--- src/pwsd_pkg.sv ---
// shared types and constants for the plane-wave steering delay block
package pwsd_pkg;

  localparam int unsigned CfgIdxW = 2;
  localparam int unsigned CfgDataW = 16;
  localparam int unsigned EdgeW = 12;
  localparam int unsigned SpmW = 16;
  localparam int unsigned DistW = 17;
  localparam int unsigned QuotW = 32;
  localparam int unsigned RootW = 16;
  localparam int unsigned FacW = 17;

  localparam logic [CfgIdxW-1:0] CfgEdgeOffset = 2'd0;
  localparam logic [CfgIdxW-1:0] CfgSamplesPerMm = 2'd1;
  localparam logic [CfgIdxW-1:0] CfgSpareA = 2'd2;
  localparam logic [CfgIdxW-1:0] CfgSpareB = 2'd3;

  localparam logic [EdgeW-1:0] EdgeReset = 12'd430;
  localparam logic [SpmW-1:0] SpmReset = 16'd2980;

  typedef struct packed {
    logic inv;
    logic ay_zero;
    logic [DistW-1:0] span;
  } side_t;

endpackage

--- src/pwsd_scale.sv ---
// scaling multiplies, rounding and saturation
module pwsd_scale import pwsd_pkg::*; (
  input  logic              clk_i,
  input  logic              rst_ni,
  input  logic              en_i,
  input  logic              v_i,
  input  logic [RootW-1:0]  root_i,
  input  side_t             side_i,
  input  logic [SpmW-1:0]   spm_i,
  output logic              v_o,
  output logic [7:0]        delay_o,
  output logic              inv_o
);

  logic [FacW-1:0] fac;
  logic            v1_q, v2_q, v3_q;
  logic [33:0]     p1_q;
  logic [49:0]     p2_q;
  logic            inv1_q, inv2_q, inv3_q;
  logic [7:0]      dly_q;
  logic [50:0]     rnd;
  logic [18:0]     whole;

  assign fac   = side_i.ay_zero ? (FacW'(1) << RootW) : {1'b0, root_i};
  assign rnd   = {1'b0, p2_q} + (51'd1 << 31);
  assign whole = rnd[50:32];

  always_ff @(posedge clk_i or negedge rst_ni) begin
    if (!rst_ni) begin
      v1_q <= 1'b0;
      v2_q <= 1'b0;
      v3_q <= 1'b0;
    end else if (en_i) begin
      v1_q <= v_i;
      v2_q <= v1_q;
      v3_q <= v2_q;
    end
  end

  always_ff @(posedge clk_i) begin
    if (en_i) begin
      p1_q   <= {17'd0, side_i.span} * {17'd0, fac};
      inv1_q <= side_i.inv;
      p2_q   <= {16'd0, p1_q} * {34'd0, spm_i};
      inv2_q <= inv1_q;
      inv3_q <= inv2_q;
      if (inv2_q) begin
        dly_q <= '0;
      end else if (whole > 19'd255) begin
        dly_q <= 8'hFF;
      end else begin
        dly_q <= whole[7:0];
      end
    end
  end

  assign v_o     = v3_q;
  assign delay_o = dly_q;
  assign inv_o   = inv3_q;

endmodule
--- config.mk ---
export PLATFORM = sky130hd
export DESIGN_NAME = pwsd_scale
export DESIGN_NICKNAME = d
export VERILOG_FILES = /design/src/pwsd_pkg.sv /design/src/pwsd_scale.sv
export SDC_FILE = /design/constraint.sdc
export NUM_CORES = 2
export LEC_CHECK = 0
export BUFFER_PORTS_ARGS = -buffer_cell sky130_fd_sc_hd__buf_2
export CORE_ASPECT_RATIO = 0.7
export CORE_MARGIN = 3
export CORE_UTILIZATION = 65
export DETAILED_ROUTE_END_ITERATION = 10
export PLACE_DENSITY_LB_ADDON = 0.12
export SYNTH_ARGS = -nofsm -noshare
export SYNTH_HDL_FRONTEND = slang
export SYNTH_SLANG_ARGS = --single-unit
--- constraint.sdc ---
create_clock -name clk_i -period 7.2 [get_ports clk_i]
set_input_delay 0.72 -clock clk_i [delete_from_list [all_inputs] [get_ports clk_i]]
set_output_delay 0.72 -clock clk_i [all_outputs]
set_load 0.05 [all_outputs]
==> flow_metrics.env <==
export IMPL_clock_path_buffers=2
export IMPL_tns_ns=0
export IMPL_fin_skew_ns=0.006784
export IMPL_hold_path_class="in2async"
export IMPL_synthMuxAreaShare_pct=0.1579
export IMPL_grt_overflow_total=0
export IMPL_timing_fmax_ghz=0.1419
export IMPL_n_fill_cell=3237
export IMPL_fp_dieH_um=181.3
export IMPL_ys_async_sr_fraction_pct=4.478
export IMPL_setup_violations=0
export IMPL_grt_pass1_wl_mm=125.0
export IMPL_grtUsageTotal_pct=34.49
export IMPL_post_drt_wl_per_cell_um=20.27
export IMPL_synth_area_leader_cell="fa_1"
export IMPL_portBuffers=64
export IMPL_ys_seq_area_share_pct=7.001
export IMPL_hold_slack_ns=0.1540
export IMPL_h_tree_depth=3
export IMPL_core_um2=42800
export IMPL_synth_common_cells="inv_1, fa_1, nand2_1"
export IMPL_clk_latency_ns=0.36
export IMPL_synth_adder_area_share_pct=56.95
export IMPL_ctsRootBufferMaster="clkbuf_16"
export IMPL_place_gp_congestion=0.9790
export IMPL_routed_wl_mm=77.30
export IMPL_crit_path_end_kind="register"
export IMPL_start_util_pct=66.64
export IMPL_start_kind="register"
export IMPL_cts_tree="built"
export IMPL_ys_seq_elements=67
export IMPL_path_clk_slew_ns=0.06
export IMPL_synth_top_family_by_area="adder cells"
export IMPL_grt_max_degree=68
export IMPL_synth_avg_cell_area_um2=9.007
export IMPL_outcome="complete, no violations"
export IMPL_finalMaxSlewViolations=0
export IMPL_synth_simple_area_share_pct=17.46
export IMPL_drive_above_1_share_pct=6.627
export IMPL_dpl_hpwl_mm=63.49
export IMPL_synth_xor_area_share_pct=1.720
export IMPL_synth_top_area_share_pct=46.95
export IMPL_syn_nets=4119
export IMPL_dp_cells=3788
export IMPL_max_slew_margin_pct=40.75
export IMPL_hold_violations=0
export IMPL_drtAntennaViolNets=0
export IMPL_critPathArrivalTime_ns=7.15
export IMPL_antenna_cells=0
export IMPL_grt_pass1_vias=23210
export IMPL_dieArea_um2=46470
export IMPL_synth_area_top_cells="fa_1, inv_1, ha_1"
export IMPL_worst_setup_path_type="reg2reg"
export IMPL_worst_pin_slew_ns=0.8888
export IMPL_vias=21880
export IMPL_final_min_clock_period_ns=7.045
export IMPL_areaGrowthSynthToFinish_pct=6.711
export IMPL_cts_sinks=67
export IMPL_post_drt_via_cell_ratio=5.736
export IMPL_synth_compound_area_share_pct=4.777
export IMPL_cap_violations=0
export IMPL_critPathMaxFanout=9
export IMPL_ctsResizeCount=0
export IMPL_drtIter0Drc=2078
export IMPL_synthFlopType="edfxtp_1"
export IMPL_regArea_um2=1997
export IMPL_synth_most_common_cell="inv_1"
export IMPL_synth_cell_types=58
export IMPL_die_w_um=256.4
export IMPL_drc=0
export IMPL_finalNonFillerCells=3814
export IMPL_multi_input_area_um2=23120
export IMPL_cts_buffers=9
export IMPL_timing_final_crit_share_pct=97.84
export IMPL_fin_nets=4176
export IMPL_netlist_area_um2=28520
export IMPL_synth_edff_count=64
export IMPL_rows=63
export IMPL_grt_antenna_before_repair=1
export IMPL_syn_inst=3167
export IMPL_cp_required_ns=7.30
export IMPL_yosys_warnings=0
export IMPL_dr_pass1_iters=6
export IMPL_ios=65
export IMPL_finish_utilization_pct=71.11
==> per-layer routing <==
layer	GRT usage [%]	part of all wire, %
met5	0	0.056
met4	6.887	2.1
met3	10.63	13
met2	49.27	42
met1	52.46	43
==> final timing paths <==
kind                       startpoint  endpoint  slack [ns]  cells past startpoint
setup / recovery             p1_q[14]  p2_q[46]        0.16                     20
hold / removal                 rst_ni       v_o        0.15                      1
setup reg to reg             p1_q[14]  p2_q[46]        0.16                     20
hold reg to reg                inv1_q    inv2_q        0.44                      0
max in group asynchronous      rst_ni      v2_q        6.94                      1
min in group clk_i             inv1_q    inv2_q        0.44                      0
==> sequential cells by signal (all words and copies together), names as in the netlist <==
name / flops
p1_q: 34
p2_q: 19
delay_o: 8
inv1_q: 1
inv2_q: 1
inv_o: 1
v1_q: 1
v2_q: 1
v_o: 1
==> cells in the final DEF (no fill, tap or decap), types with 2 or more instances in the layout <==
master     count
a211oi_1       9
a21o_1        49
a21oi_1       72
a311oi_1       2
a31oi_1       10
and2_1       351
and3_1        12
and4_1         3
buf_12        11
buf_2         64
buf_4        113
bufinv_16      2
clkbuf_16      9
dfrtp_1        3
edfxtp_1      64
fa_1         669
ha_1         228
inv_1        764
mux2_2         4
nand2_1      526
nand2b_1       8
nand3_1       21
nand4_1       16
nor2_1        37
nor2b_1       23
nor3_1         9
nor4_1         6
o211ai_1       3
o21a_1         5
o21ai_0       31
o21ai_1        6
o21bai_1       6
or3_1          6
or4_1          2
xnor2_1       40
xor2_1        16
==> critical path, stage by stage, from the launching register on <==
cell	delay, ns
edfxtp_1	0.74
buf_4	0.29
nand2_1	0.08
fa_1	0.50
inv_1	0.07
fa_1	0.48
fa_1	0.61
fa_1	0.47
fa_1	0.55
inv_1	0.06
fa_1	0.48
inv_1	0.04
ha_1	0.41
nand4_1	0.18
or4_1	0.52
or3_1	0.43
o21ai_4	0.21
buf_4	0.17
a21o_1	0.20
a31oi_1	0.12
xnor2_1	0.14
==> layout make-up <==
class	instances	area share, %
Timing Repair Buffer	188	4.563
Tap cell	585	2.405
Inverter	764	9.422
Clock inverter	5	0.2795
Multi-Input combinational cell	2194	75.97
Clock buffer	11	0.7975
Sequential cell	67	6.561
==> what timing repair did <==
item	in CTS	in global routing
hold buffers	0	0
setup buffers	0	10
endpoints found under the hold margin	0	0
endpoints found under the setup margin	0	11
==> stage by stage <==
step	worst slack (ns)	instance area [um^2]
after floorplan	0.1702	28520
after global placement	0.09588	29990
after detailed placement	0.009325	29990
after CTS	0.1887	30310
after global routing	-0.01101	30440
final	0.1552	30440
==> kinds of logic (layout without fill, tap and decap cells) <==
family | count (synthesis) | count (layout)
and+or+nand+nor | 1024 | 1024
buffers and inverters | 906 | 968
adders and majority gates | 897 | 897
AOI/OAI and AO/OA | 213 | 213
DFF | 67 | 67
xor gates and xnor gates | 56 | 56
muxes | 4 | 4
Power is not shown: default switching activity piles up to over one toggle a cycle in this logic, so the estimate is an artifact.
