**src/pwsd_pkg.sv**
```systemverilog
// shared types and constants for the plane-wave steering delay block
package pwsd_pkg;

  localparam int unsigned CfgIdxW = 2;
  localparam int unsigned CfgDataW = 16;
  localparam int unsigned EdgeW = 12;
  localparam int unsigned SpmW = 16;
  localparam int unsigned DistW = 17;
  localparam int unsigned QuotW = 32;
  localparam int unsigned RootW = 16;
  localparam int unsigned FacW = 17;

  localparam logic [CfgIdxW-1:0] CfgEdgeOffset = 2'd0;
  localparam logic [CfgIdxW-1:0] CfgSamplesPerMm = 2'd1;
  localparam logic [CfgIdxW-1:0] CfgSpareA = 2'd2;
  localparam logic [CfgIdxW-1:0] CfgSpareB = 2'd3;

  localparam logic [EdgeW-1:0] EdgeReset = 12'd430;
  localparam logic [SpmW-1:0] SpmReset = 16'd2980;

  typedef struct packed {
    logic inv;
    logic ay_zero;
    logic [DistW-1:0] span;
  } side_t;

endpackage

```
**src/pwsd_div.sv**
```systemverilog
// pipelined restoring divider, one quotient bit per stage
module pwsd_div import pwsd_pkg::*; (
  input  logic              clk_i,
  input  logic              rst_ni,
  input  logic              en_i,
  input  logic              v_i,
  input  logic [30:0]       num_i,
  input  logic [31:0]       den_i,
  input  side_t             side_i,
  output logic              v_o,
  output logic [QuotW-1:0]  quot_o,
  output side_t             side_o
);

  logic              v_q    [0:QuotW];
  logic [31:0]       rem_q  [0:QuotW-1];
  logic [31:0]       den_q  [0:QuotW-1];
  logic [QuotW-1:0]  quot_q [0:QuotW];
  side_t             side_q [0:QuotW];

  always_ff @(posedge clk_i or negedge rst_ni) begin
    if (!rst_ni) begin
      v_q[0] <= 1'b0;
    end else if (en_i) begin
      v_q[0] <= v_i;
    end
  end

  always_ff @(posedge clk_i) begin
    if (en_i) begin
      rem_q[0]  <= {1'b0, num_i};
      den_q[0]  <= den_i;
      quot_q[0] <= '0;
      side_q[0] <= side_i;
    end
  end

  for (genvar k = 0; k < QuotW; k++) begin : g_stage
    logic [32:0] shl;
    logic        ge;
    assign shl  = {rem_q[k], 1'b0};
    assign ge   = shl >= {1'b0, den_q[k]};

    always_ff @(posedge clk_i or negedge rst_ni) begin
      if (!rst_ni) begin
        v_q[k+1] <= 1'b0;
      end else if (en_i) begin
        v_q[k+1] <= v_q[k];
      end
    end

    always_ff @(posedge clk_i) begin
      if (en_i) begin
        quot_q[k+1] <= {quot_q[k][QuotW-2:0], ge};
        side_q[k+1] <= side_q[k];
      end
    end

    if (k < QuotW - 1) begin : g_carry
      logic [32:0] diff;
      assign diff = shl - {1'b0, den_q[k]};

      always_ff @(posedge clk_i) begin
        if (en_i) begin
          rem_q[k+1] <= ge ? diff[31:0] : shl[31:0];
          den_q[k+1] <= den_q[k];
        end
      end
    end
  end

  assign v_o    = v_q[QuotW];
  assign quot_o = quot_q[QuotW];
  assign side_o = side_q[QuotW];

endmodule

```
**config.mk**
```make
export PLATFORM = sky130hd
export DESIGN_NAME = pwsd_div
export DESIGN_NICKNAME = d
export VERILOG_FILES = /design/src/pwsd_pkg.sv /design/src/pwsd_div.sv
export SDC_FILE = /design/constraint.sdc
export NUM_CORES = 2
export LEC_CHECK = 0
export ABC_AREA = 0
export BUFFER_PORTS_ARGS = -buffer_cell sky130_fd_sc_hd__buf_2
export CORE_ASPECT_RATIO = 1.5
export CORE_UTILIZATION = 40
export DETAILED_ROUTE_END_ITERATION = 12
export PLACE_DENSITY = 0.66
export RECOVER_POWER = 25
export SLEW_MARGIN = 20
export SYNTH_ARGS = -nofsm -noshare
export SYNTH_HDL_FRONTEND = slang
export SYNTH_SLANG_ARGS = --single-unit
```
**constraint.sdc**
```tcl
create_clock -name clk_i -period 7.05 [get_ports clk_i]
set_input_delay 1.0575 -clock clk_i [delete_from_list [all_inputs] [get_ports clk_i]]
set_output_delay 1.0575 -clock clk_i [all_outputs]
set_load 0.03 [all_outputs]
```
==> impl_summary.log <==
INFO  metric regToRegSetupSlack = between 1.5 and 2 ns
INFO  metric cp_data_required_time = 7.79 ns
INFO  metric clock_tree.htree_level_count = 5
INFO  metric detailedPlacementHpwl = between 200000 and 300000 microns
INFO  metric cts_hold_buf = 0
INFO  metric synth.ff_latch_count = between 3000 and 4000
INFO  metric clk_root_buffer_cell = clkbuf_16
INFO  metric rsz0062_at_grt = false
INFO  metric post_synth.cell_area_avg = around 12 sq um
INFO  metric finalHoldViolCount = 0
INFO  metric detail_route.iter0.violations = 5065
INFO  metric tritoncts_num_sinks = between 3000 and 4000
INFO  metric die_h = roughly 780 microns
INFO  metric area_inside_the_core_boundary = ~0.40 sq mm
INFO  metric layout_cell_share_with_drive_strength_beyond_1 = 8.93%
INFO  metric critPathTopFamily = compound AO/OA/AOI/OAI gates
INFO  metric routed_wire_length_per_instance = between 15 and 20 microns
INFO  metric synth.area.top_cells = edfxtp_1 59%, ha_1 7.9%, a21oi_1 3.3%
INFO  metric detail_route.drc_violations = 0
INFO  metric layout.cells.most_common = edfxtp_1
INFO  metric fillCellCount = roughly 36000
INFO  metric die_x = ~520 microns
INFO  metric synth_edf_count = ~3200
INFO  metric grt_first_pass_wirelength = roughly 570000 microns
INFO  metric drt-vias-per-instance = between 5 and 6
INFO  metric worst_path_depth = 12
INFO  metric worst_r2r_startpoint = rem_q[17][10]
INFO  metric synthesis.nets = around 14000
INFO  metric final_max_slew_viol_count = 0
INFO  metric drv_cap = 0
INFO  metric io_buffers = ~140
INFO  metric worst-slew-pin-transition = 1.20 ns
INFO  metric cts.repair_timing.setup_buffer_count = 0
INFO  metric worst_path_max_delay_cell = nor4b_1
INFO  metric cts_tree = built
INFO  metric yosysWarnings = 0
INFO  metric clock_latency_late_sink = 1.03 ns
INFO  metric routability_congestion_estimate_from_global_placement = between 0.9 and 1
INFO  metric final_core_utilization = between 40 and 50%
INFO  metric r2r_end = rem_q[18][5]
INFO  metric synth_top_cell_by_area = edfxtp_1
INFO  metric post_synth_mux_area_share = between 3 and 4%
INFO  metric most_utilized_layer_in_the_global_route_result = met2
INFO  metric synth.cell_area = 0.162 sq mm
INFO  metric path_buf_inv = 1
INFO  metric area_of_the_multi_input_gates = between 0.05 and 0.06 sq mm
INFO  metric synth-compound-area-share = 12.6%
INFO  metric layout.nets = approximately 14000
INFO  metric cts-resized-gates = 0
INFO  metric postSynthCellCount = around 13000
INFO  metric irDropWorstVdd = 0.000227 V
INFO  metric final_antenna_net_count = 0
INFO  metric endpoint = rem_q[18][5]
INFO  metric routed_wirelength = 379000 microns
INFO  metric startpoint_type = flop
INFO  metric floorplan.rows = about 290
INFO  metric grt_antenna_before_repair = 7
INFO  metric synthAdderAreaFrac = under 10%
INFO  metric sequential_cell_area = 0.0970 sq mm
INFO  metric cts_buffer_depth = 4
INFO  metric final_min_period_over_clock_period = between 70 and 80%
INFO  metric run_status = finished clean
INFO  metric numPlacedInstances = about 18000
INFO  metric ys.flop_type = edfxtp_1
INFO  metric grt_use_met1 = a little over an eighth
INFO  metric slew_headroom = between 15 and 20%
INFO  metric first_global_vias = 104650
INFO  metric globalRouteMet2Util = roughly two fifths
INFO  metric cts.reportedPaths.clkPinSlew = around 0.06 ns
INFO  metric fin_setup_tns = 0 ns
INFO  metric synth_xor_area_share = ~4.5%
INFO  metric min_path_type = in2async
INFO  metric worstPathCellList = ha_1, a21oi_1, a21oi_1, o21ai_0, o21ai_0, nor4b_1, o21ai_0, a31oi_1, nand2_1, a211o_2, buf_4, mux2_2
INFO  metric fin_cells = 18935
INFO  metric p_leak = between 70 and 80 nW
INFO  metric synth_top_family_by_area = compound AO/OA/AOI/OAI gates
INFO  metric design.portCount = 138
INFO  metric synth_simple_gate_area_share = 7.77%
INFO  metric worstSetupStartpoint = rem_q[17][10]
INFO  metric grt_max_degree = between 150 and 200
INFO  metric worst-setup-path-type = reg2reg
INFO  metric timing.clock.skew = roughly 0.073 ns
INFO  metric async_flop_share = about 1%
INFO  metric timing.critical_path.arrival = 5.86 ns
INFO  metric achievable-frequency = 195 MHz
INFO  metric groute.usage.overall = between 10% and 20%
INFO  metric via_count = around 100000
INFO  metric crit_path_end_kind = flop
INFO  metric setup_viol = 0
INFO  metric path_max_fanout = 56
INFO  metric hold_slack = approximately 0.099 ns
INFO  metric synth.yosys.seq_area_share = between 50% and 60%
INFO  metric critical-path-max-stage-delay = around 0.94 ns
INFO  metric final_cell_mix = 3202 x edfxtp_1, 1270 x inv_1, 1061 x a21oi_1
INFO  metric cpMostUsedCell = o21ai_0
INFO  metric initial_utilization = between 40 and 50%
INFO  metric power.density_cell_area = ~460 mW/mm^2
INFO  metric reg2reg_depth = 12
INFO  metric groute.layer.met3.usage = around 2.2%
INFO  metric synth.distinct_cells = between 90 and 100
INFO  metric syn_to_final_growth = 11.5%
INFO  metric grt_remaining_overflow = 0
INFO  metric cts_buffers = ~340
INFO  metric finalWorstPathRequiredPeriod = ~5.1 ns
INFO  metric total_power = ~83 mW
INFO  metric netlist.area_leader.share = about three fifths
INFO  metric die_area = 0.407 sq mm
INFO  metric drt-pass1-iter-count = 5
## cell families (layout without fill, tap and decap cells)
kind of cell	Yosys count	after routing
compound gates	3286	3286
xor+xnor	837	837
fa+ha+maj	1054	1054
buf+inv	1573	2130
flops	3235	3235
mux	434	434
other cells	0	3
simple gates	2647	2647
## per-stage QoR
step | worst slack (ns) | instance area [sq um]
final | 1.93 | 180000
after floorplan | 3.51 | 162000
after CTS | 2.06 | 180000
after global placement | 2.09 | 169000
after detailed placement | 2.10 | 169000
after global routing | 1.90 | 180000
## layout make-up
type                       count  area share, %
clock inverter               212           1.35
antenna                        3        0.00416
inverter                    1270           2.64
sequential                  3235           53.8
timing repair buffer         255           1.02
tap                         5309           3.69
clock buffer                 393           4.84
multi-input combinational   8258           32.7
## worst min path at each step
stage                endpoint           start  depth (start not counted)  slack [ns]
5_1_grt                v_q[1]          rst_ni                          1        0.11
4_1_cts                v_q[1]          rst_ni                          1        0.05
3_3_place_gp   side_q[0][198]  side_q[0][179]                          0        0.40
3_5_place_dp    quot_q[11][6]   quot_q[10][5]                          0        0.40
6_report               v_q[1]          rst_ni                          1         0.1
2_1_floorplan   quot_q[10][1]    quot_q[9][0]                          0        0.40
## flip-flops by register name, summed over array words and instances (netlist names)
signal,flops
den_q,1024
quot_q,528
rem_q,1023
side_q,627
v_o,1
v_q,32
## worst reg2reg max path, stage by stage (launching register included)
cell and delay [ns]:
edfxtp_1 0.39, ha_1 0.38, a21oi_1 0.33, a21oi_1 0.14, o21ai_0 0.31, o21ai_0 0.26
nor4b_1 0.94, o21ai_0 0.42, a31oi_1 0.48, nand2_1 0.11, a211o_2 0.34, buf_4 0.29
mux2_2 0.45
## synth_stat cells, types with 28 or more instances
library cell,count
buf_2,39
mux2_1,33
and2_1,64
o31a_1,33
nand4_1,152
ha_1,1023
a21o_1,531
edfxtp_1,3202
nor2_1,752
nor3_1,132
o21bai_1,104
or3_1,37
nor2b_1,162
a31oi_1,104
o31ai_1,75
and3_1,92
xor2_1,356
nand3_1,180
dfrtp_1,33
o21a_1,140
mux2_2,355
nor4_1,41
clkbuf_1,232
or2_2,28
inv_1,1270
o211ai_1,48
xnor2_1,481
nand2b_1,161
a21oi_1,1063
nand2_1,761
a21boi_0,39
o21ai_0,779
fa_1,31
a211oi_1,75
## where the power goes
part | leakage (nW) | internal (mW) | switching [mW]
Sequential | 31.7 | 27.4 | 2.39
Clock | 5.39 | 10.3 | 7.85
Combinational | 34.5 | 14.8 | 20.3
Total | 71.6 | 52.5 | 30.6
## layer usage
metal	up-vias	routed length [microns]
li1	48610	-
met1	48172	108000
met2	1707	225000
met3	1015	9770
met4	0	35800
met5	-	0
No activity file was read; power rests on OpenSTA's default activity.
