--- src/pwsd_pkg.sv ---
// shared types and constants for the plane-wave steering delay block
package pwsd_pkg;

  localparam int unsigned CfgIdxW = 2;
  localparam int unsigned CfgDataW = 16;
  localparam int unsigned EdgeW = 12;
  localparam int unsigned SpmW = 16;
  localparam int unsigned DistW = 17;
  localparam int unsigned QuotW = 32;
  localparam int unsigned RootW = 16;
  localparam int unsigned FacW = 17;

  localparam logic [CfgIdxW-1:0] CfgEdgeOffset = 2'd0;
  localparam logic [CfgIdxW-1:0] CfgSamplesPerMm = 2'd1;
  localparam logic [CfgIdxW-1:0] CfgSpareA = 2'd2;
  localparam logic [CfgIdxW-1:0] CfgSpareB = 2'd3;

  localparam logic [EdgeW-1:0] EdgeReset = 12'd430;
  localparam logic [SpmW-1:0] SpmReset = 16'd2980;

  typedef struct packed {
    logic inv;
    logic ay_zero;
    logic [DistW-1:0] span;
  } side_t;

endpackage

--- src/pwsd_sqrt.sv ---
// pipelined integer square root, one result bit per stage
module pwsd_sqrt import pwsd_pkg::*; (
  input  logic              clk_i,
  input  logic              rst_ni,
  input  logic              en_i,
  input  logic              v_i,
  input  logic [QuotW-1:0]  x_i,
  input  side_t             side_i,
  output logic              v_o,
  output logic [RootW-1:0]  root_o,
  output side_t             side_o
);

  logic              v_q    [0:RootW];
  logic [31:0]       rem_q  [0:RootW-1];
  logic [RootW-1:0]  res_q  [0:RootW];
  side_t             side_q [0:RootW];

  always_ff @(posedge clk_i or negedge rst_ni) begin
    if (!rst_ni) begin
      v_q[0] <= 1'b0;
    end else if (en_i) begin
      v_q[0] <= v_i;
    end
  end

  always_ff @(posedge clk_i) begin
    if (en_i) begin
      rem_q[0]  <= x_i;
      res_q[0]  <= '0;
      side_q[0] <= side_i;
    end
  end

  for (genvar k = 0; k < RootW; k++) begin : g_stage
    localparam int unsigned B = RootW - 1 - k;
    logic [33:0] trial;
    logic        ge;
    assign trial = ({18'd0, res_q[k]} << (B + 1)) + (34'd1 << (2 * B));
    assign ge    = {2'b00, rem_q[k]} >= trial;

    always_ff @(posedge clk_i or negedge rst_ni) begin
      if (!rst_ni) begin
        v_q[k+1] <= 1'b0;
      end else if (en_i) begin
        v_q[k+1] <= v_q[k];
      end
    end

    always_ff @(posedge clk_i) begin
      if (en_i) begin
        res_q[k+1]  <= ge ? (res_q[k] | (RootW'(1) << B)) : res_q[k];
        side_q[k+1] <= side_q[k];
      end
    end

    if (k < RootW - 1) begin : g_carry
      logic [33:0] diff;
      assign diff = {2'b00, rem_q[k]} - trial;

      always_ff @(posedge clk_i) begin
        if (en_i) begin
          rem_q[k+1] <= ge ? diff[31:0] : rem_q[k];
        end
      end
    end
  end

  assign v_o    = v_q[RootW];
  assign root_o = res_q[RootW];
  assign side_o = side_q[RootW];

endmodule

--- config.mk ---
export PLATFORM = sky130hd
export DESIGN_NAME = pwsd_sqrt
export DESIGN_NICKNAME = d
export VERILOG_FILES = /design/src/pwsd_pkg.sv /design/src/pwsd_sqrt.sv
export SDC_FILE = /design/constraint.sdc
export NUM_CORES = 1
export LEC_CHECK = 0
export BUFFER_PORTS_ARGS = -buffer_cell sky130_fd_sc_hd__buf_2
export CORE_AREA = 10 10 295 368
export DETAILED_ROUTE_END_ITERATION = 8
export DIE_AREA = 0 0 305 378
export MAX_ROUTING_LAYER = met4
export PLACE_DENSITY = 0.55
export SETUP_SLACK_MARGIN = 0.2
export SLEW_MARGIN = 20
export SYNTH_ARGS = -nofsm -noshare
export SYNTH_HDL_FRONTEND = slang
export SYNTH_SLANG_ARGS = --single-unit
--- constraint.sdc ---
create_clock -name clk_i -period 6.7 [get_ports clk_i]
set_clock_uncertainty 0.2 [all_clocks]
set_input_delay 1.005 -clock clk_i [delete_from_list [all_inputs] [get_ports clk_i]]
set_output_delay 1.005 -clock clk_i [all_outputs]
set_load 0.01 [all_outputs]
==> results of run 1 <==
## logic make-up after synthesis
| group | after synthesis | share of synthesized area [%] |
|---|---|---|
| DFF | 988 | 73.37 |
| and+or+nand+nor | 633 | 8.288 |
| AOI/OAI and AO/OA | 398 | 6.085 |
| buffers and inverters | 221 | 2.098 |
| xor gates and xnor gates | 198 | 4.319 |
| adders and majority gates | 150 | 4.654 |
| muxes | 43 | 1.188 |
## worst register-to-register path, stage by stage, from the launching register on
cell      delay (ps)
edfxtp_1         390
ha_1             390
a21o_1           230
a21oi_1          170
nor2b_1           90
nor4_1           620
o21a_1           450
inv_1            440
and3_1           340
xor2_1           140
## Yosys cell counts (all sizes together) (6+ instances only)
cell / number / share of area [%]
a211o: 7 / 0.15
a211oi: 12 / 0.22
a21o: 28 / 0.52
a21oi: 145 / 1.8
a31oi: 11 / 0.17
and2: 8 / 0.12
and3: 10 / 0.16
and4: 7 / 0.15
buf: 9 / 0.12
clkbuf: 25 / 0.23
dfrtp: 17 / 1.1
edfxtp: 971 / 72
ha: 150 / 4.7
inv: 186 / 1.7
mux2: 39 / 1.1
nand2: 103 / 0.96
nand2b: 30 / 0.47
nand3: 37 / 0.46
nand4: 34 / 0.53
nand4b: 6 / 0.13
nor2: 158 / 1.5
nor2b: 17 / 0.26
nor3: 64 / 0.79
nor4: 67 / 1.1
nor4b: 16 / 0.36
o21a: 33 / 0.61
o21ai: 93 / 1.2
o21bai: 9 / 0.20
o31a: 6 / 0.13
o31ai: 11 / 0.20
or2: 9 / 0.14
or3: 25 / 0.39
or4: 24 / 0.45
xnor2: 110 / 2.4
xor2: 88 / 1.9
## layout make-up
class / count / area, sq um
sequential: 988 / 29580
clock inverter: 52 / 538.0
multi-input combinational: 1422 / 9932
inverter: 187 / 701.9
fill: 8829 / 55810
timing repair buffer: 107 / 663.1
tap: 1330 / 1664
clock buffer: 128 / 2565
## sequential cells by signal, summed over array words and instances, names as in the netlist
signal and cells:
rem_q 512, side_q 323, res_q 136, v_q 16, v_o 1
## per-layer routing
layer | vias up | wire [um]
met1 | 10016 | 23320
met5 | - | 0
met2 | 395 | 40760
li1 | 10329 | -
met4 | 0 | 2994
met3 | 187 | 2563
## cells in the final DEF (no fill, tap or decap), types with 25 or more instances in the layout
cell type / synthesis / layout
xnor2_1: 109 / 109
o21a_1: 33 / 33
mux2_2: 39 / 39
nand4_1: 34 / 34
xor2_1: 88 / 88
edfxtp_1: 971 / 971
buf_2: 7 / 89
nor2_1: 158 / 158
nor3_1: 64 / 64
or3_1: 25 / 25
nand3_1: 37 / 37
o21ai_0: 90 / 90
ha_1: 150 / 150
nand2_1: 103 / 103
nor4_1: 66 / 66
a21oi_1: 145 / 145
inv_1: 186 / 186
clkbuf_1: 25 / 30
clkbuf_16: 0 / 98
a21o_1: 28 / 28
nand2b_1: 30 / 30
## power by group through the flow
stage	combinational, mW	sequential [mW]	clock (mW)
6_report	1.74	7.95	5.24
5_1_grt	1.95	8.01	5.69
3_3_place_gp	1.69	8.05	0
4_1_cts	1.75	7.95	5.44
2_1_floorplan	1.25	7.94	0
3_5_place_dp	1.74	8.07	0
## worst paths after layout
path / start / to / slack (ps) / depth (start not counted)
worst min-delay path: rst_ni / v_q[15]$_DFFE_PN0P_ / 70 / 1
max in group asynchronous: rst_ni / v_q[1]$_DFFE_PN0P_ / 5970 / 1
worst max register to register: rem_q[10][19]$_DFFE_PP_ / rem_q[11][22]$_DFFE_PP_ / 3010 / 9
worst min register to register: side_q[0][139]$_DFFE_PP_ / side_q[0][158]$_DFFE_PP_ / 220 / 0
min in group clk_i: side_q[0][139]$_DFFE_PP_ / side_q[0][158]$_DFFE_PP_ / 220 / 0
worst max-delay path: rem_q[10][19]$_DFFE_PP_ / rem_q[11][22]$_DFFE_PP_ / 3010 / 9
## per-stage QoR
stage | instance area, sq um | utilization, %
floorplan | 40320 | -
global placement | 42520 | 41.91
detailed placement | 42520 | 41.91
CTS | 45630 | 44.97
global route | 45650 | 44.99
finish | 45650 | 44.99
==> flow_summary.ini, run 1 <==
[critical_path]
path_max_fanout = 24
path_class = flop to flop
endpoint_kind = flop
required_ps = 6920
slowest_stage = nor4_1
critPathArrivalTime_ps = 3910
path_cells = ha_1 > a21o_1 > a21oi_1 > nor2b_1 > nor4_1 > o21a_1 > inv_1 > and3_1 > xor2_1
crit_buf_inv = 1
crit_path_start_kind = flop
slowest_delay_ps = 620
crit_family = simple AND/OR/NAND/NOR gates

[clock_network]
clockBufferDepth = 3
htree_levels = 3
cts-buffers-inserted = 98
postCtsResizedCells = 0
post_cts_buffers = 0
holdBufCountCts = 0
clockRootBuffer = clkbuf_16
cts_tree = done
clk_latency_ps = 670
path_clk_slew_ps = 60
cts_num_sinks = 988

[die]
rows = 131
initial_core_util_pct = 39.74
die_x_um = 305
die_h_um = 378
fp.dieArea_sq_um = 115300
io_pins = 91
core_sq_um = 101500

[drt]
firstDrtPassIters = 5
drtAntennaViolNets = 0
drc_errors = 0
wl_um = 69630
wl_per_cell_um = 16.52
dr_total_vias = 20927
drt_iter0_drc = 1077
viasPerCell = 4.966

[job]
maxCapViolCount = 0

[place]
dpl_worst_slack_ps = 2902
placed_cells = 4034
place_hpwl_um = 48360
gp_congestion = 0.9748
portBuffers = 90

[grt]
grt_usage_pct = 12.24
antenna_found_initial = 0
grt_first_pass_wirelength_um = 111200
met1_usage_pct = 10.39
grt_max_degree = 167
grt_overflow = 0
grt_busiest_layer = met2
grtUsageMet2_pct = 24.80
grtUsageMet3_pct = 2.056
first_global_vias = 22197

[finish]
fin_cells = 4214
syn_to_final_growth_pct = 13.21
final_layout_size_suffix_gt1_share_pct = 10.51
final_nets = 3009
n_antenna_cell = 0

[pwr]
leakagePower_nw = 16.58
ir_drop_v = 0.0002257
combPwrFrac_pct = 11.6
p_int_mw = 11.32
clockPowerShare_pct = 35.1
p_seq_share_pct = 53.3
swShare_pct = 24.11
total_power_mw = 14.92
powerDensity_nw_per_um2 = 326.9
power.switching_mw = 3.598

[sta]
relSlewSlack_pct = 31.01
worst_slew_pin_slew_ps = 1025
tns_ps = 0
max_clock_freq_ghz = 0.2713
whs_ps = 67.24
maxSlewViolCount = 0
setup_viol = 0
fin_crit_ps = 3686
fin_crit_sh_pct = 55.02
fin_ws_ps = 3014
finalHoldViolCount = 0
rsz0062_at_grt = no

[min_path]
min_path_type = input pin to asynchronous set/reset pin

[logic_synthesis]
synth_cell_types = 72
async_reset_ff_share_pct = 1.721
ys_ff_latch = 988
synth_nets = 2836
seq_area_frac_synth_pct = 73.37
syn_avg_cell_area_sq_um = 15.33
synth_warnings = 0
syn_inst = 2631
synth_edf_count = 971
syn_area_sq_um = 40320
synthFlopType = edfxtp_1

[status]
status = complete, no violations
No activity file was read; power rests on OpenSTA's default activity.
==> run 2: changes to the inputs <==
Clock period 6.7 ns to 3.5 ns, I/O delays scaled along.
==> run 2 against run 1 <==
Final area is 3.1% higher. Wire length is 5.0% higher. Hold slack better by 31 ps. Non-clock buffer count is 118 higher. Setup slack worse by 2700 ps. Sequential share of layout area is 1.9 points lower. Register-to-register slack worse by 2700 ps. Critical path depth is 2 higher. Critical endpoint unchanged.
==> flow_summary.ini, run 2 (same netlist as run 1, synthesis figures left out) <==
[sta]
fin_crit_sh_pct = 91.32
relSlewSlack_pct = 49.46
max_clock_freq_ghz = 0.3129
maxSlewViolCount = 0
rsz0062_at_grt = no
worst_slew_pin_slew_ps = 751.2
setup_viol = 0
fin_crit_ps = 3196
finalHoldViolCount = 0
fin_ws_ps = 303.6

[clock_network]
htree_levels = 3
clockRootBuffer = clkbuf_16
path_clk_slew_ps = 60
clockBufferDepth = 3
cts-buffers-inserted = 98
cts_tree = done
cts_num_sinks = 988
clk_latency_ps = 680

[finish]
fin_cells = 4334
syn_to_final_growth_pct = 16.67
regArea_sq_um = 29580
layout_common_cells = edfxtp_1 (971), inv_1 (186), nor2_1 (158)
multi_input_area_sq_um = 10070
final_nets = 3127
n_antenna_cell = 0
utilization_pct = 46.37
fill_cells = 8745
reg.largest.list = rem_q: 512 flops, side_q: 323 flops, res_q: 136 flops
final_layout_size_suffix_gt1_share_pct = 13.25
final_common_cell = edfxtp_1
largest_register = rem_q
largest_register_ffs = 512

[drt]
firstDrtPassIters = 5
dr_total_vias = 21636
wl_per_cell_um = 16.86
drc_errors = 0
viasPerCell = 4.992
drt_iter0_drc = 1126
wl_um = 73080
drtAntennaViolNets = 0

[status]
status = complete, no violations

[die]
die_h_um = 378
fp.dieArea_sq_um = 115300
io_pins = 91
die_x_um = 305
core_sq_um = 101500
rows = 131
initial_core_util_pct = 39.74

[place]
dpl_worst_slack_ps = 7.926
placed_cells = 4098
gp_congestion = 0.9678
portBuffers = 90
place_hpwl_um = 51580

[pwr]
powerDensity_nw_per_um2 = 617.4
ir_drop_v = 0.0004280
leakagePower_nw = 17.23

[min_path]
min_path_type = input pin to asynchronous set/reset pin

[grt]
first_global_vias = 23270
grt_overflow = 0
antenna_found_initial = 0
grt_max_degree = 131
grt_usage_pct = 12.83
grt_first_pass_wirelength_um = 116400

[critical_path]
endpoint_kind = flop
reg2reg_to = rem_q[11][22]$_DFFE_PP_
r2r_setup_slack_ps = 300
slowest_stage = edfxtp_1
crit_buf_inv = 3
path_max_fanout = 15
reg2regPathDepth = 11
slowest_delay_ps = 470
required_ps = 3690
crit_family = compound AO/OA/AOI/OAI gates
path_class = flop to flop
critPathArrivalTime_ps = 3390
crit_path_start_kind = flop
path_cells = inv_1 > ha_1 > nor2b_1 > o31a_1 > o31a_1 > a31oi_2 > o21a_1 > inv_1 > buf_4 > and3_1 > xor2_1
reg2reg_from = res_q[10][6]$_DFFE_PP_

[job]
maxCapViolCount = 0
==> run 2: worst max path at each step <==
stage / from / endpoint / slack (ps) / depth (start not counted)
finish: res_q[10][6]$_DFFE_PP_ / rem_q[11][22]$_DFFE_PP_ / 300 / 11
global route: res_q[8][13]$_DFFE_PP_ / rem_q[9][27]$_DFFE_PP_ / 200 / 9
CTS: res_q[11][5]$_DFFE_PP_ / rem_q[12][18]$_DFFE_PP_ / 230 / 11
detailed placement: rem_q[14][22]$_DFFE_PP_ / rem_q[15][17]$_DFFE_PP_ / 8 / 6
global placement: rem_q[14][22]$_DFFE_PP_ / rem_q[15][6]$_DFFE_PP_ / -9 / 6
floorplan: rem_q[14][17]$_DFFE_PP_ / rem_q[15][17]$_DFFE_PP_ / 460 / 10
==> run 2: per-stage QoR <==
| stage | TNS [ps] | hold slack [ps] | total power, mW | instance area (sq um) |
|---|---|---|---|---|
| after detailed placement | 0 | 204.5 | 18.92 | 43140 |
| final | 0 | 98.33 | 29.04 | 47040 |
| after CTS | 0 | 56.89 | 29.38 | 46940 |
| after global routing | 0 | 89.71 | 30.44 | 47040 |
| after global placement | -21.56 | 200.1 | 18.76 | 43140 |
| after floorplan | 0 | 29.41 | 17.58 | 40320 |
==> run 2: worst reg2reg max path: stages (launching register included) <==
cell	delay [ps]
edfxtp_1	470
inv_1	80
ha_1	350
nor2b_1	170
o31a_1	260
o31a_1	340
a31oi_2	350
o21a_1	180
inv_1	40
buf_4	190
and3_1	190
xor2_1	130
==> run 2: final cells by class <==
class | count | area share, %
Tap cell | 1330 | 3.537
Sequential cell | 988 | 62.89
Multi-Input combinational cell | 1422 | 21.40
Clock inverter | 68 | 1.386
Inverter | 187 | 1.492
Timing Repair Buffer | 225 | 3.867
Clock buffer | 114 | 5.431
==> run 2: timing repair <==
action / CTS / global route
endpoints found under the setup margin: 27 / 58
hold buffers: 53 / 0
gates resized for setup: 9 / 20
buffers inserted: 0 / 1
hold endpoints to repair: 69 / 0
pin swaps: 0 / 3
==> run 2: power breakdown <==
group	leakage, nW	total [mW]	internal (mW)	switching [mW]
logic	6.11	3.57	1.59	1.98
clock network	1.54	10.3	5.86	4.42
registers	9.57	15.2	14.5	0.689
==> run 2: layer usage <==
layer / part of all wire [%] / global-route usage, % / routed length, um / up-vias
met3: 3.5 / 2.313 / 2565 / 209
met4: 5.1 / 6.825 / 3725 / 0
met2: 58 / 25.68 / 42150 / 423
li1: - / - / - / 10569
met1: 34 / 10.99 / 24640 / 10435
met5: 0 / - / 0 / -
==> run 3: changes to the inputs <==
Settings changed: CELL_PAD_IN_SITES_DETAIL_PLACEMENT set to 0, CELL_PAD_IN_SITES_GLOBAL_PLACEMENT set to 1, PLACE_DENSITY 0.55 to 0.62.
==> run 3 against run 2 <==
Maximum frequency fell by 0.28%. Wire length rose by 0.17%. Die area unchanged. Largest power group unchanged. Critical endpoint is now rem_q[13][14]$_DFFE_PP_.
==> flow_summary.ini, run 3 (same netlist as run 1, synthesis figures left out) <==
[critical_path]
path_max_fanout = 25
endpoint_kind = flop
crit_path_start_kind = flop
critPathArrivalTime_ps = 3400
required_ps = 3700
path_class = flop to flop

[place]
portBuffers = 90
gp_congestion = 0.9905
place_hpwl_um = 52070
place_area_sq_um = 43150

[grt]
first_global_vias = 23097
grt_usage_pct = 13.02
antenna_found_initial = 0
grt_first_pass_wirelength_um = 118300
grt_overflow = 0
grt_max_degree = 101

[sta]
max_clock_freq_ghz = 0.3120
fin_crit_ps = 3205
worst_slew_pin_slew_ps = 908.8
maxSlewViolCount = 0
finalHoldViolCount = 0
whs_ps = 126.5
relSlewSlack_pct = 38.86
setup_viol = 0
rsz0062_at_grt = yes
fin_crit_sh_pct = 91.58
tns_ps = 0

[drt]
dr_total_vias = 21410
drt_iter0_drc = 1103
wl_per_cell_um = 16.88
firstDrtPassIters = 5
drc_errors = 0
viasPerCell = 4.938
wl_um = 73210
drtAntennaViolNets = 0

[finish]
fill_cells = 8687
utilization_pct = 46.33
n_antenna_cell = 0
final_common_cell = edfxtp_1
largest_register = rem_q
final_layout_size_suffix_gt1_share_pct = 13.24
final_nets = 3132
syn_to_final_growth_pct = 16.57
fin_area_sq_um = 47000
largest_register_ffs = 512
layout_common_cells = edfxtp_1 (971), inv_1 (186), nor2_1 (158)
reg.largest.list = rem_q: 512 flops, side_q: 323 flops, res_q: 136 flops

[clock_network]
path_clk_slew_ps = 60
cts_num_sinks = 988
cts_tree = done
clockBufferDepth = 3
clockRootBuffer = clkbuf_16
htree_levels = 3
clk_latency_ps = 670
cts-buffers-inserted = 98

[die]
core_sq_um = 101500
io_pins = 91
die_h_um = 378
initial_core_util_pct = 39.74
die_x_um = 305
fp.dieArea_sq_um = 115300
rows = 131

[pwr]
ir_drop_v = 0.0004136
leakagePower_nw = 17.25
powerDensity_nw_per_um2 = 612.7

[job]
maxCapViolCount = 0

[min_path]
min_path_type = input pin to asynchronous set/reset pin

[status]
status = complete, no violations
==> run 3: area by class of cell <==
cell class	count	area, sq um	share of cell area, %
flip-flops and latches	988	29580	62.94
multi-input cells	1422	10090	21.48
clock buffers	125	2626	5.587
repair buffers	230	1844	3.924
well taps	1330	1664	3.540
inverters	187	701.9	1.493
clock inverters	54	488.0	1.038
==> run 3: per-stage QoR <==
step | total power [mW] | setup WS, ps | std cells
final | 28.80 | 294.6 | 4336
after global routing | 30.25 | 172.8 | 4336
after CTS | 29.17 | 230.8 | 4335
after detailed placement | 18.91 | -213.3 | 4101
after global placement | 18.80 | -172.3 | 4101
after floorplan | 17.58 | 462.9 | 2631
==> run 3: what timing repair did <==
item / CTS / global route
setup buffers: 2 / 1
hold buffers: 53 / 0
pin swaps: 1 / 3
endpoints found under the hold margin: 69 / 0
resized for setup: 9 / 21
setup endpoints to repair: 39 / 53
==> run 3: worst max-delay path, cell delays in order, from the launching register on <==
cell and delay [ps]:
edfxtp_1 390, ha_1 370, nand4_1 120, buf_4 180, or4_1 490, nor3_4 350, nor4_4 90, nand2_1 80
buf_4 290, mux2_2 380
==> run 3: path summary, 6_finish.rpt <==
path	start	endpoint	slack (ps)	cells past startpoint
setup / recovery	rem_q[12][17]$_DFFE_PP_	rem_q[13][14]$_DFFE_PP_	290	9
hold / removal	rst_ni	v_q[14]$_DFFE_PN0P_	130	2
setup reg to reg	rem_q[12][17]$_DFFE_PP_	rem_q[13][14]$_DFFE_PP_	290	9
hold reg to reg	side_q[0][223]$_DFFE_PP_	side_q[0][242]$_DFFE_PP_	210	0
max in group asynchronous	rst_ni	v_q[4]$_DFFE_PN0P_	2710	2
min in group clk_i	en_i	rem_q[4][23]$_DFFE_PP_	150	1
==> run 3: layer usage <==
metal  up-vias  part of all wire, %  GRT usage (%)
met2       350                   58          25.86
met5         -                    0              -
li1      10566                    -              -
met1     10322                   34          11.55
met3       172                  3.2          2.095
met4         0                  4.5          6.704
==> run 3: power by group <==
part,total (mW),internal [mW],switching [mW],leakage (nW)
sequential,15.2,14.5,0.682,9.57
combinational,3.57,1.62,1.95,6.15
clock,10.0,5.70,4.34,1.53
total,28.8,21.8,6.97,17.2
